==> config.mk <==
export PLATFORM = sky130hd
export DESIGN_NAME = escaped_link_demux_fifos
export DESIGN_NICKNAME = d
export VERILOG_FILES = /design/src/rtl/core/eldf_pkg.sv /design/src/rtl/core/eldf_ram.sv /design/src/rtl/core/escaped_link_demux_fifos.sv
export SDC_FILE = /design/constraint.sdc
export NUM_CORES = 2
export LEC_CHECK = 0
export ABC_AREA = 1
export BUFFER_PORTS_ARGS = -buffer_cell sky130_fd_sc_hd__buf_2
export CAP_MARGIN = 10
export CORE_AREA = 2 2 303 604
export DETAILED_ROUTE_END_ITERATION = 8
export DIE_AREA = 0 0 305 606
export GPL_TIMING_DRIVEN = 0
export HOLD_SLACK_MARGIN = 0.08
export PLACE_DENSITY_LB_ADDON = 0.25
export REMOVE_ABC_BUFFERS = 1
export SYNTH_ARGS = -nofsm -noshare
export SYNTH_HDL_FRONTEND = slang
export SYNTH_SLANG_ARGS = --single-unit
==> constraint.sdc <==
create_clock -name i_clk -period 37.8 [get_ports i_clk]
set_input_delay 3.78 -clock i_clk [delete_from_list [all_inputs] [get_ports i_clk]]
set_output_delay 3.78 -clock i_clk [all_outputs]
set_load 0.01 [all_outputs]
==> src/rtl/core/eldf_pkg.sv <==
// shared types and constants for the escaped link demux with keyboard and file fifos
// no dependencies
`default_nettype none

package eldf_pkg;

    localparam int DATA_W = 8;
    localparam int CFG_IDX_W = 3;

    typedef enum logic [1:0] {
        FUNC_RECV     = 2'd0,
        FUNC_POP_KEY  = 2'd1,
        FUNC_POP_FILE = 2'd2,
        FUNC_SEND     = 2'd3
    } t_func;

    typedef enum logic [1:0] {
        KIND_ACK = 2'd0,
        KIND_POP = 2'd1,
        KIND_TX  = 2'd2
    } t_kind;

    typedef enum logic [1:0] {
        SRC_DIRECT = 2'd0,
        SRC_KEY    = 2'd1,
        SRC_FILE   = 2'd2
    } t_src;

    localparam logic [CFG_IDX_W-1:0] CFG_LINK_ENABLED        = 3'd0;
    localparam logic [CFG_IDX_W-1:0] CFG_ESCAPE_CODE         = 3'd1;
    localparam logic [CFG_IDX_W-1:0] CFG_ESCAPED_ESCAPE_CODE = 3'd2;
    localparam logic [CFG_IDX_W-1:0] CFG_KEYBOARD_CODE       = 3'd3;
    localparam logic [CFG_IDX_W-1:0] CFG_NADA_CODE           = 3'd4;

    localparam logic [DATA_W-1:0] RST_ESCAPE_CODE         = 8'd27;
    localparam logic [DATA_W-1:0] RST_ESCAPED_ESCAPE_CODE = 8'd1;
    localparam logic [DATA_W-1:0] RST_KEYBOARD_CODE       = 8'd8;
    localparam logic [DATA_W-1:0] RST_NADA_CODE           = 8'd0;

    // one item between accept stage and output register
    typedef struct packed {
        t_kind             kind;
        t_src              src;
        logic              dbl;
        logic [DATA_W-1:0] data0;
        logic [DATA_W-1:0] data;
        logic              key_av;
        logic              file_av;
        logic              ovf;
        logic              last;
    } t_s1;

endpackage

`default_nettype wire

==> src/rtl/core/eldf_ram.sv <==
// generic simple dual port ram, one write port, one registered read port
// no dependencies
`default_nettype none

module eldf_ram #(
    parameter int WIDTH = 8,
    parameter int DEPTH = 64
) (
    input  wire logic                     i_clk,
    input  wire logic                     i_we,
    input  wire logic [$clog2(DEPTH)-1:0] i_waddr,
    input  wire logic [WIDTH-1:0]         i_wdata,
    input  wire logic                     i_re,
    input  wire logic [$clog2(DEPTH)-1:0] i_raddr,
    output logic      [WIDTH-1:0]         o_rdata
);

    logic [WIDTH-1:0] r_mem [DEPTH];

    always_ff @(posedge i_clk) begin
        if (i_we) begin
            r_mem[i_waddr] <= i_wdata;
        end
        if (i_re) begin
            o_rdata <= r_mem[i_raddr];
        end
    end

endmodule

`default_nettype wire

==> src/rtl/core/escaped_link_demux_fifos.sv <==
// escaped link demux: escape decoding into a keyboard fifo and a file fifo, pops and sends
// an accepted transaction is registered in the s1 stage, then in the output register
// throughput: one item per cycle unless the output stalls; a send of the escape byte gives two
// results through the single output register; fifo pop data comes from the ram registered read port
// reset: synchronous active low, clears indices, escape flags and valid bits, loads config registers
// with their reset values; fifo memories are not cleared
`default_nettype none

module escaped_link_demux_fifos #(
    parameter int KEY_DEPTH  = 64,
    parameter int FILE_DEPTH = 256
) (
    input  wire logic                               i_clk,
    input  wire logic                               i_rst_n,
    input  wire logic                               i_cfg_we,
    input  wire logic [eldf_pkg::CFG_IDX_W-1:0]     i_cfg_idx,
    input  wire logic [eldf_pkg::DATA_W-1:0]        i_cfg_data,
    input  wire logic                               i_s_tvalid,
    output logic                                    o_s_tready,
    input  wire logic [7:0]                         i_s_tdata,   // data
    input  wire logic [1:0]                         i_s_tuser,   // func
    output logic                                    o_m_tvalid,
    input  wire logic                               i_m_tready,
    output logic      [15:0]                        o_m_tdata,   // data_out, data_valid,
                                                                 // key_available,
                                                                 // file_available, overflow
    output logic      [1:0]                         o_m_tuser,   // kind
    output logic                                    o_m_tlast
);

    localparam int KAW = $clog2(KEY_DEPTH);
    localparam int KIW = KAW + 1;
    localparam int FAW = $clog2(FILE_DEPTH);
    localparam int FIW = FAW + 1;
    localparam logic [KIW-1:0] KEY_D    = KIW'(KEY_DEPTH);
    localparam logic [KIW-1:0] KEY_LAST = KIW'(2 * KEY_DEPTH - 1);
    localparam logic [FIW-1:0] FILE_D    = FIW'(FILE_DEPTH);
    localparam logic [FIW-1:0] FILE_LAST = FIW'(2 * FILE_DEPTH - 1);

    // config
    logic       r_link_en;
    logic [7:0] r_esc;
    logic [7:0] r_eesc;
    logic [7:0] r_kbd;
    logic [7:0] r_nada;

    // state
    logic [KIW-1:0] r_key_wr, r_key_rd, n_key_wr, n_key_rd;
    logic [FIW-1:0] r_file_wr, r_file_rd, n_file_wr, n_file_rd;
    logic           r_after_esc, n_after_esc;
    logic           r_key_next, n_key_next;

    logic [KAW-1:0] key_waddr, key_raddr;
    logic [FAW-1:0] file_waddr, file_raddr;
    logic           key_empty, key_full, file_empty, file_full;

    logic              push_key, push_file, pop_key, pop_file;
    logic              key_we, file_we, key_re, file_re;
    logic [7:0]        file_wdata;
    logic [7:0]        rcv;
    logic              ae;
    eldf_pkg::t_func   func;
    eldf_pkg::t_s1     entry;

    logic [7:0] key_rdata, file_rdata;

    eldf_pkg::t_s1 r_s1;
    logic          r_s1_valid;
    logic          r_s1_second;

    logic       r_out_valid;
    logic [1:0] r_out_kind;
    logic [7:0] r_out_data;
    logic       r_out_dv;
    logic       r_out_key_av;
    logic       r_out_file_av;
    logic       r_out_ovf;
    logic       r_out_last;

    logic       out_free, s1_take, s1_beat0, s1_done, accept;
    logic [7:0] s1_data;

    always_ff @(posedge i_clk) begin
        if (!i_rst_n) begin
            r_link_en <= 1'b0;
            r_esc     <= eldf_pkg::RST_ESCAPE_CODE;
            r_eesc    <= eldf_pkg::RST_ESCAPED_ESCAPE_CODE;
            r_kbd     <= eldf_pkg::RST_KEYBOARD_CODE;
            r_nada    <= eldf_pkg::RST_NADA_CODE;
        end else if (i_cfg_we) begin
            case (i_cfg_idx)
                eldf_pkg::CFG_LINK_ENABLED:        r_link_en <= i_cfg_data[0];
                eldf_pkg::CFG_ESCAPE_CODE:         r_esc     <= i_cfg_data;
                eldf_pkg::CFG_ESCAPED_ESCAPE_CODE: r_eesc    <= i_cfg_data;
                eldf_pkg::CFG_KEYBOARD_CODE:       r_kbd     <= i_cfg_data;
                eldf_pkg::CFG_NADA_CODE:           r_nada    <= i_cfg_data;
                default: ;
            endcase
        end
    end

    // fifo addresses and levels
    always_comb begin
        key_waddr  = (r_key_wr < KEY_D) ? r_key_wr[KAW-1:0] : KAW'(r_key_wr - KEY_D);
        key_raddr  = (r_key_rd < KEY_D) ? r_key_rd[KAW-1:0] : KAW'(r_key_rd - KEY_D);
        file_waddr = (r_file_wr < FILE_D) ? r_file_wr[FAW-1:0] : FAW'(r_file_wr - FILE_D);
        file_raddr = (r_file_rd < FILE_D) ? r_file_rd[FAW-1:0] : FAW'(r_file_rd - FILE_D);
        key_empty  = (r_key_wr == r_key_rd);
        file_empty = (r_file_wr == r_file_rd);
        key_full   = (key_waddr == key_raddr) && !key_empty;
        file_full  = (file_waddr == file_raddr) && !file_empty;
    end

    // output handshake
    always_comb begin
        out_free = !r_out_valid || i_m_tready;
        s1_take  = r_s1_valid && out_free;
        s1_beat0 = r_s1.dbl && !r_s1_second;
        s1_done  = s1_take && !s1_beat0;
        o_s_tready = !r_s1_valid || s1_done;
        accept   = i_s_tvalid && o_s_tready;
    end

    // accept stage: escape rules and fifo bookkeeping
    always_comb begin
        func        = eldf_pkg::t_func'(i_s_tuser);
        rcv         = i_s_tdata;
        ae          = r_after_esc;
        n_after_esc = r_after_esc;
        n_key_next  = r_key_next;
        push_key    = 1'b0;
        push_file   = 1'b0;
        pop_key     = 1'b0;
        pop_file    = 1'b0;
        file_wdata  = i_s_tdata;
        entry       = '0;
        entry.kind  = eldf_pkg::KIND_ACK;
        entry.src   = eldf_pkg::SRC_DIRECT;
        if (r_link_en) begin
            entry.last = 1'b1;
            case (func)
                eldf_pkg::FUNC_RECV: begin
                    if (r_key_next) begin
                        push_key   = 1'b1;
                        n_key_next = 1'b0;
                        ae         = 1'b1;
                        rcv        = r_nada;
                    end
                    if (ae) begin
                        n_after_esc = 1'b0;
                        if (rcv == r_eesc) begin
                            push_file  = 1'b1;
                            file_wdata = r_esc;
                        end else if (rcv == r_kbd) begin
                            n_key_next = 1'b1;
                        end
                    end else if (rcv == r_esc) begin
                        n_after_esc = 1'b1;
                    end else begin
                        push_file  = 1'b1;
                        file_wdata = rcv;
                    end
                    entry.ovf = (push_key && key_full) || (push_file && file_full);
                end
                eldf_pkg::FUNC_POP_KEY: begin
                    if (!key_empty) begin
                        pop_key    = 1'b1;
                        entry.kind = eldf_pkg::KIND_POP;
                        entry.src  = eldf_pkg::SRC_KEY;
                    end
                end
                eldf_pkg::FUNC_POP_FILE: begin
                    if (!file_empty) begin
                        pop_file   = 1'b1;
                        entry.kind = eldf_pkg::KIND_POP;
                        entry.src  = eldf_pkg::SRC_FILE;
                    end
                end
                eldf_pkg::FUNC_SEND: begin
                    entry.kind = eldf_pkg::KIND_TX;
                    if (i_s_tdata == r_esc) begin
                        entry.dbl   = 1'b1;
                        entry.data0 = i_s_tdata;
                        entry.data  = r_eesc;
                    end else begin
                        entry.data  = i_s_tdata;
                    end
                end
                default: ;
            endcase
        end

        key_we  = accept && push_key && !key_full;
        file_we = accept && push_file && !file_full;
        key_re  = accept && pop_key;
        file_re = accept && pop_file;

        n_key_wr  = (push_key && !key_full) ?
                    ((r_key_wr == KEY_LAST) ? '0 : r_key_wr + 1'b1) : r_key_wr;
        n_key_rd  = pop_key ? ((r_key_rd == KEY_LAST) ? '0 : r_key_rd + 1'b1) : r_key_rd;
        n_file_wr = (push_file && !file_full) ?
                    ((r_file_wr == FILE_LAST) ? '0 : r_file_wr + 1'b1) : r_file_wr;
        n_file_rd = pop_file ?
                    ((r_file_rd == FILE_LAST) ? '0 : r_file_rd + 1'b1) : r_file_rd;

        if (r_link_en) begin
            entry.key_av  = (n_key_wr != n_key_rd);
            entry.file_av = (n_file_wr != n_file_rd);
        end
    end

    always_ff @(posedge i_clk) begin
        if (!i_rst_n) begin
            r_key_wr    <= '0;
            r_key_rd    <= '0;
            r_file_wr   <= '0;
            r_file_rd   <= '0;
            r_after_esc <= 1'b0;
            r_key_next  <= 1'b0;
        end else if (accept) begin
            r_key_wr    <= n_key_wr;
            r_key_rd    <= n_key_rd;
            r_file_wr   <= n_file_wr;
            r_file_rd   <= n_file_rd;
            r_after_esc <= n_after_esc;
            r_key_next  <= n_key_next;
        end
    end

    eldf_ram #(
        .WIDTH (8),
        .DEPTH (KEY_DEPTH)
    ) u_key_ram (
        .i_clk   (i_clk),
        .i_we    (key_we),
        .i_waddr (key_waddr),
        .i_wdata (i_s_tdata),
        .i_re    (key_re),
        .i_raddr (key_raddr),
        .o_rdata (key_rdata)
    );

    eldf_ram #(
        .WIDTH (8),
        .DEPTH (FILE_DEPTH)
    ) u_file_ram (
        .i_clk   (i_clk),
        .i_we    (file_we),
        .i_waddr (file_waddr),
        .i_wdata (file_wdata),
        .i_re    (file_re),
        .i_raddr (file_raddr),
        .o_rdata (file_rdata)
    );

    // stage holding the item while the ram read completes
    always_ff @(posedge i_clk) begin
        if (!i_rst_n) begin
            r_s1_valid  <= 1'b0;
            r_s1_second <= 1'b0;
        end else begin
            if (s1_take) begin
                r_s1_second <= s1_beat0;
            end
            if (accept) begin
                r_s1_valid <= 1'b1;
                r_s1       <= entry;
            end else if (s1_done) begin
                r_s1_valid <= 1'b0;
            end
        end
    end

    always_comb begin
        case (r_s1.src)
            eldf_pkg::SRC_KEY:  s1_data = key_rdata;
            eldf_pkg::SRC_FILE: s1_data = file_rdata;
            default:            s1_data = r_s1.data;
        endcase
    end

    // output register
    always_ff @(posedge i_clk) begin
        if (!i_rst_n) begin
            r_out_valid <= 1'b0;
        end else if (s1_take) begin
            r_out_valid   <= 1'b1;
            r_out_kind    <= r_s1.kind;
            r_out_data    <= s1_beat0 ? r_s1.data0 : s1_data;
            r_out_dv      <= (r_s1.kind != eldf_pkg::KIND_ACK);
            r_out_key_av  <= r_s1.key_av;
            r_out_file_av <= r_s1.file_av;
            r_out_ovf     <= r_s1.ovf;
            r_out_last    <= s1_beat0 ? 1'b0 : r_s1.last;
        end else if (i_m_tready) begin
            r_out_valid <= 1'b0;
        end
    end

    assign o_m_tvalid = r_out_valid;
    assign o_m_tuser  = r_out_kind;
    assign o_m_tlast  = r_out_last;
    assign o_m_tdata  = {4'b0000, r_out_ovf, r_out_file_av, r_out_key_av, r_out_dv, r_out_data};

`ifndef SYNTHESIS
    a_idx_range: assert property (@(posedge i_clk) disable iff (!i_rst_n)
        (r_key_wr <= KEY_LAST) && (r_key_rd <= KEY_LAST) &&
        (r_file_wr <= FILE_LAST) && (r_file_rd <= FILE_LAST))
        else $error("fifo index out of range");

    a_pop_key: assert property (@(posedge i_clk) disable iff (!i_rst_n)
        key_re |=> r_s1_valid && (r_s1.src == eldf_pkg::SRC_KEY))
        else $error("key pop not held in stage");

    a_second_dbl: assert property (@(posedge i_clk) disable iff (!i_rst_n)
        (r_s1_valid && r_s1_second) |-> r_s1.dbl)
        else $error("second beat without escape send");

    a_beat0_pending: assert property (@(posedge i_clk) disable iff (!i_rst_n)
        (r_out_valid && !r_out_last && (r_out_kind == eldf_pkg::KIND_TX))
        |-> (r_s1_valid && r_s1_second))
        else $error("escape send first beat without pending second beat");
`endif

endmodule

`default_nettype wire
* After elaboration in Yosys (flattened, before gate mapping)
Memories as Yosys holds them, arrays and structs flattened. A register that Yosys moved wholly into a read port is not among the register bits.
Index checks and enable logic that the tools add are counted.
** Storage, ports and cells
- Flip-flop bits (word level) :: 110
- Bits in latches :: 0
- Bits in writable memories :: 2560
- ROM bits :: 0
- Input bits :: 26
- Memories kept :: 2
** Cells by class
- Add/sub/neg operators :: 8
- Multipliers :: 0
- Divide/modulo/power cells :: 0
- Magnitude comparators :: 4
- Equality and inequality tests :: 23
- Shift-type cells :: 0
- Muxes and demuxes :: 63
- Bitwise gates (word level) :: 0
- Reductions and logical operators :: 45
** Memories
- u_file_ram.r_mem :: depth 256, width 8, rd ports 1, clocked after memory_dff 1, write ports 1, RTL line eldf_ram.sv:18 : logic [WIDTH-1:0] r_mem [DEPTH];
- u_key_ram.r_mem :: depth 64, width 8, rd ports 1, clocked after memory_dff 1, write ports 1, RTL line eldf_ram.sv:18
** Operator list (count)
- $mux W8 :: 12
- $mux W9 :: 5
- $eq A8 B8 Y1 :: 5
- $mux W1 :: 35
- $mux W7 :: 4
- $add A9 B1 Y9 const B :: 2
- $eq A9 B9 Y1 const B :: 2
- $lt A9 B9 Y1 const B :: 2
- $reduce_and A2 Y1 :: 9
- $logic_and A1 B1 Y1 :: 16
- $pmux W8 S2 :: 1
- $sub A8 B1 Y8 const B :: 2
- $add A7 B1 Y7 const B :: 2
- $eq A7 B7 Y1 const B :: 2
- $lt A7 B7 Y1 const B :: 2
- $mux W6 :: 2
- $sub A6 B1 Y6 const B :: 2
- $eq A9 B9 Y1 :: 1
- $ne A9 B9 Y1 :: 1
- $logic_not A1 Y1 :: 8
- $reduce_bool A2 Y1 :: 4
- $eq A7 B7 Y1 :: 1
- $ne A7 B7 Y1 :: 1
- $eq A2 B2 Y1 const B :: 3
- 13 further kinds :: 19

* Longest topological paths before layout
- Word-level depth :: 14
- Depth in mapped cells :: 21

* By module
From an unflattened synthesis, not the netlist that was laid out.
** Second synthesis, totals
- Cell total of the unflattened synthesis :: 9775
- Area total of the unflattened synthesis :: 111685.9 um^2
** By module, submodules not included
- eldf_ram at u_file_ram :: times used 1, cells an instance 7003, area an instance 83476.3 um^2, sequential area each 61739.2 um^2
- eldf_ram at u_key_ram :: times used 1, cells an instance 1805, area an instance 21419.3 um^2, sequential area each 15615.0 um^2
- escaped_link_demux_fifos :: times used 1, cells an instance 967, area an instance 6790.3 um^2, sequential area each 2602.5 um^2

* Worst setup path after synthesis
Ideal clock, no wire load.
- Path kind :: in2reg
- From :: in i_s_tuser[0]
- To :: mem u_file_ram.r_mem[0][0] (data pin)
- Library setup time :: 2.188 ns
- Arrival :: 14.765 ns
- Slack :: 20.847 ns
- Stages :: 8
- Cell sequence :: inv_1 > ha_1 > nand2_1 > clkinv_1 > nand2_1 > clkbuf_1 > nor2_1 > o21ai_0
** Between the ends
- Cells in the longest elaborated chain, start to end :: 3
** RTL lines
- from (decl) :: RTL line escaped_link_demux_fifos.sv:21 : input wire logic [1:0] i_s_tuser,
- $logic_not A2 Y1 :: RTL line escaped_link_demux_fifos.sv:141 : case (func)
- $mux W8 :: RTL line escaped_link_demux_fifos.sv:141
- $mux W8 :: RTL line escaped_link_demux_fifos.sv:139 : if (r_link_en) begin
- net file_wdata[0] :: RTL line escaped_link_demux_fifos.sv:59 : logic [7:0] file_wdata;
- to (decl) :: RTL line eldf_ram.sv:18
The timed path passes the listed nets, and every way through them passes these cells.

* Worst setup path after layout
- From :: in i_m_tready
- To :: out o_s_tready
** Between the ends
- Cells in the longest elaborated chain, start to end :: 4
** RTL lines
- from (decl) :: RTL line escaped_link_demux_fifos.sv:23 : input wire logic i_m_tready,
- $logic_or A1 B1 Y1 :: RTL line escaped_link_demux_fifos.sv:116 : out_free = !r_out_valid || i_m_tready;
- $logic_and A1 B1 Y1 :: RTL line escaped_link_demux_fifos.sv:117 : s1_take = r_s1_valid && out_free;
- $logic_and A1 B1 Y1 :: RTL line escaped_link_demux_fifos.sv:119 : s1_done = s1_take && !s1_beat0;
- $logic_or A1 B1 Y1 :: RTL line escaped_link_demux_fifos.sv:120 : o_s_tready = !r_s1_valid || s1_done;
- to (decl) :: RTL line escaped_link_demux_fifos.sv:19 : output logic o_s_tready,
Every way passes these cells.

==> parameters.txt <==
Parameter                              Value

Timing
  Largest clock skew in the final design    0.0424 ns
  Max Clock Freq    118 MHz
  Min Hold Slack    0.421 ns
  Number of pins with negative max-slew slack in the final report    0
  Tmin final    8.49 ns
  Relative slew margins    0.169
  RSZ-0062 raised after global routing    false
  Final setup margin    29.31 ns
  Actual transition at the worst max-transition pin    1.25 ns
  Final setup violating endpoints    0
  Final critical-path share of the clock period    0.225
  Final Hold Vio Count    0

GRT
  First-pass GRT wire length    407000 µm
  Number of antenna violations at the first check in global routing    5
  Via count of the first global-routing pass    64900
  Largest net degree at the start of global routing    173
  Overall Global Routing Usage    0.293
  Aggregate global routing overflow    0

Detailed routing
  Highest metal layer used by the detailed router    met5
  Vias per Instance    6.45
  Detailed Route Iter0 Violations    9869
  WL/cell    25.6 µm
  Met2 wire length    132000 µm
  Met3 wirelength from detailed routing    28900 µm
  Metal-1 WL    105000 µm
  Total wirelength of the detailed-routed design    277000 µm
  Vias    69700
  Remaining number of nets flagged by the antenna check after routing    0
  Post-detailed-route DRC marker count    0
  Detailed-router iteration count before antenna repair    6

Die
  Standard-cell rows    221
  Effective utilization at floorplan    0.595
  Height of the die    606 µm
  I/O pin total    47
  Die Area    185000 µm²
  Core Footprint    181000 µm²
  Overall die width    305 µm

Logic synthesis
  Synth area leader    sky130_fd_sc_hd__edfxtp_1
  Number of warnings reported in the yosys synthesis log    0
  Post-Synthesis Cells    8482
  Post-synthesis compound-gate area fraction    0.125
  Basic-gate share of the synthesized area counting and, or, nand and nor cells    0.0990
  Portion of the post-synthesis area used by sequential elements    0.745
  Post-synthesis share of cell area spent on full adders, half adders and majority gates    0.00175
  Mux share of post-synthesis cell area    0
  Main combinational cell family by area after synthesis    compound AO/OA/AOI/OAI gates
  Netlist Area Pre-Place    107000 µm²
  Biggest area contributors in the synthesized netlist    sky130_fd_sc_hd__edfxtp_1 (73%), sky130_fd_sc_hd__o21ai_0 (6.6%), sky130_fd_sc_hd__nor2_1 (6.0%)
  Seq cells post-synth    2686
  Count of distinct cell types in the synthesized netlist    43
  Xor/xnor cell area share of the yosys netlist    0.00310
  Portion of synthesized cell area occupied by the leading cell type    0.732
  Synthesized area per cell    12.7 µm²

Worst setup path
  Arrival time worst endpoint    4.71 ns
  Required time of the critical path    34.02 ns
  Launch point of the worst reg-to-reg path    r_file_rd[0]
  Crit. End Element    primary output
  Critical Path Fanout Max    3
  Critical path launch point type    primary input
  Kind of critical path    primary input to primary output
  First element of the critical path    i_m_tready

Worst hold path
  Hold path startpoint    r_s1[2]
  Type of the most critical hold path    flop to flop

Place
  Port Buffers    42
  Pre-CTS setup slack    28.40 ns
  Detailed-placement wirelength estimate    159000 µm
  Final GP Congestion    0.897
  Placed Area    111000 µm²

CTS
  Number of clock buffers inserted by TritonCTS    225
  H-tree Lvls    4
  Later-pin clock latency in the skew report    0.88 ns
  Resized Gates After CTS    0
  Clk pin slew, worst setup/hold paths    0.07 ns
  Root buffer cell    sky130_fd_sc_hd__clkbuf_16
  Cts hold-fix bufs    0
  TritonCTS clock tree    built
  Number of clock sinks seen by CTS    2686
  Number of post-CTS setup repair buffers    0
  Clock buffer depth    4

Power and ir drop
  Power per standard cell area    49.2 nW/µm²
  Power share of the sequential group    0.564
  Switching portion of total power    0.215
  Static leakage power    37.9 nW
  Maximum vdd drop    0.0000573 V
  Net switching power of the design    0.00126 W
  Internal portion of total power    0.00458 W
  Total power draw    0.00583 W
  Share of power burned in combinational logic    0.050
  Relative contribution of the clock network to total power    0.387

Cells and area
  Share of layout cells above drive strength 1    0.0642
  Post-layout utilization of the core    0.657
  Number of nets in the final layout    8322
  Post-route cell area    119000 µm²
  P&R area growth vs syn    10.4%
  Count of filler cells inserted in the layout    12500

Flow run
  Max-cap violations    0

Outcome
  Result of the run    complete, no violations
[placed cells by master, fill, tap and decap left out, types with 8 or more instances in the layout]
cell type,instances
sky130_fd_sc_hd__a21oi_1,159
sky130_fd_sc_hd__a31oi_1,21
sky130_fd_sc_hd__buf_12,76
sky130_fd_sc_hd__buf_16,58
sky130_fd_sc_hd__buf_2,42
sky130_fd_sc_hd__bufinv_16,16
sky130_fd_sc_hd__clkbuf_1,59
sky130_fd_sc_hd__clkbuf_16,228
sky130_fd_sc_hd__clkinv_1,48
sky130_fd_sc_hd__clkinv_2,34
sky130_fd_sc_hd__clkinvlp_4,9
sky130_fd_sc_hd__dfxtp_1,63
sky130_fd_sc_hd__edfxtp_1,2616
sky130_fd_sc_hd__ha_1,15
sky130_fd_sc_hd__inv_1,118
sky130_fd_sc_hd__inv_6,8
sky130_fd_sc_hd__nand2_1,531
sky130_fd_sc_hd__nand2_2,13
sky130_fd_sc_hd__nand3_1,329
sky130_fd_sc_hd__nand3_2,9
sky130_fd_sc_hd__nand3b_1,9
sky130_fd_sc_hd__nand4_1,33
sky130_fd_sc_hd__nor2_1,1708
sky130_fd_sc_hd__nor3_1,14
sky130_fd_sc_hd__o211ai_1,78
sky130_fd_sc_hd__o21ai_0,1402
sky130_fd_sc_hd__o21ai_4,8
sky130_fd_sc_hd__o221ai_1,245
sky130_fd_sc_hd__o22a_1,8
sky130_fd_sc_hd__o22ai_1,393
sky130_fd_sc_hd__xnor2_1,13
sky130_fd_sc_hd__xor2_1,25
[metrics by stage]
step	instances	TNS, ns
2_1_floorplan	7874	-122.56
3_3_place_gp	10300	-823.58
3_5_place_dp	10400	0
4_1_cts	10800	0
5_1_grt	10800	0
6_report	10800	0
[cell type report]
cell class                      count  area, µm²  share of cell area
Timing Repair Buffer              180       3370              0.0284
Inverter                          134        536             0.00452
Multi-Input combinational cell   5054      24800               0.209
Sequential cell                  2686      80000               0.675
Tap cell                         2341       2930              0.0247
Clock buffer                      293       6010              0.0507
Antenna cell                        2       5.00           0.0000422
Clock inverter                    111        963             0.00813
[critical path, cell delays in order]
cell and delay, ns:
sky130_fd_sc_hd__buf_2 0.09, sky130_fd_sc_hd__inv_1 0.04, sky130_fd_sc_hd__nand2_1 0.08, sky130_fd_sc_hd__nand2_1 0.10, sky130_fd_sc_hd__nor2_1 0.06, sky130_fd_sc_hd__nor2_1 0.26, sky130_fd_sc_hd__inv_1 0.13, sky130_fd_sc_hd__buf_2 0.16
[power by group through the flow]
stage / clock network (W) / registers [W] / logic (W)
2_1_floorplan: 0 / 0.00339 / 0.000127
3_3_place_gp: 0 / 0.00344 / 0.000245
3_5_place_dp: 0 / 0.00335 / 0.000281
4_1_cts: 0.00227 / 0.00329 / 0.000282
5_1_grt: 0.00237 / 0.00329 / 0.000305
6_report: 0.00226 / 0.00329 / 0.000291
[synth_stat cells, drive strengths merged]
cell type	n
clkinv	7
nand3	338
o2111ai	1
edfxtp	2616
a31oi	21
a211oi	4
xnor2	13
conb	1
o211a	1
ha	15
a22o	5
clkbuf	555
o31ai	1
o22a	8
nor3	18
xor2	25
o211ai	78
o21a	2
o221ai	245
or3b	1
or2	1
a221o	4
nor4	5
o22ai	393
dfxtp	70
nand3b	9
a21oi	159
nor2	1714
buf	56
o21ai	1410
nand4	33
a221oi	1
inv	127
nand2	544
o21bai	1
[layer usage]
layer | up-vias | global-route usage
met4 | 2 | 0.115
met2 | 3847 | 0.464
li1 | 31100 | -
met1 | 34100 | 0.410
met5 | - | 0
met3 | 615 | 0.0484
[sequential cells by signal, summed over array words and instances, names as in the netlist, 8 cells and up]
signal	flops
r_nada	8
u_file_ram.o_rdata	8
r_out_data	8
r_eesc	8
u_key_ram.o_rdata	8
r_s1	25
u_file_ram.r_mem	2048
u_key_ram.r_mem	512
r_esc	8
r_file_rd	9
r_file_wr	9
r_kbd	8
[cell families after synthesis]
kind of cell | count (synthesis)
buf+inv | 745
other cells | 1
fa+ha+maj | 15
flops | 2686
compound gates | 2334
xor+xnor | 38
simple gates | 2663
[final timing paths]
check,slack [ns],endpoint,cells past startpoint
worst max-delay path,29.31,o_s_tready,8
worst min register to register,0.42,r_out_file_av,0
worst min-delay path,0.42,r_out_file_av,0
worst max register to register,31.68,u_file_ram.o_rdata[1],14
Power figures use the tool's default switching activity.
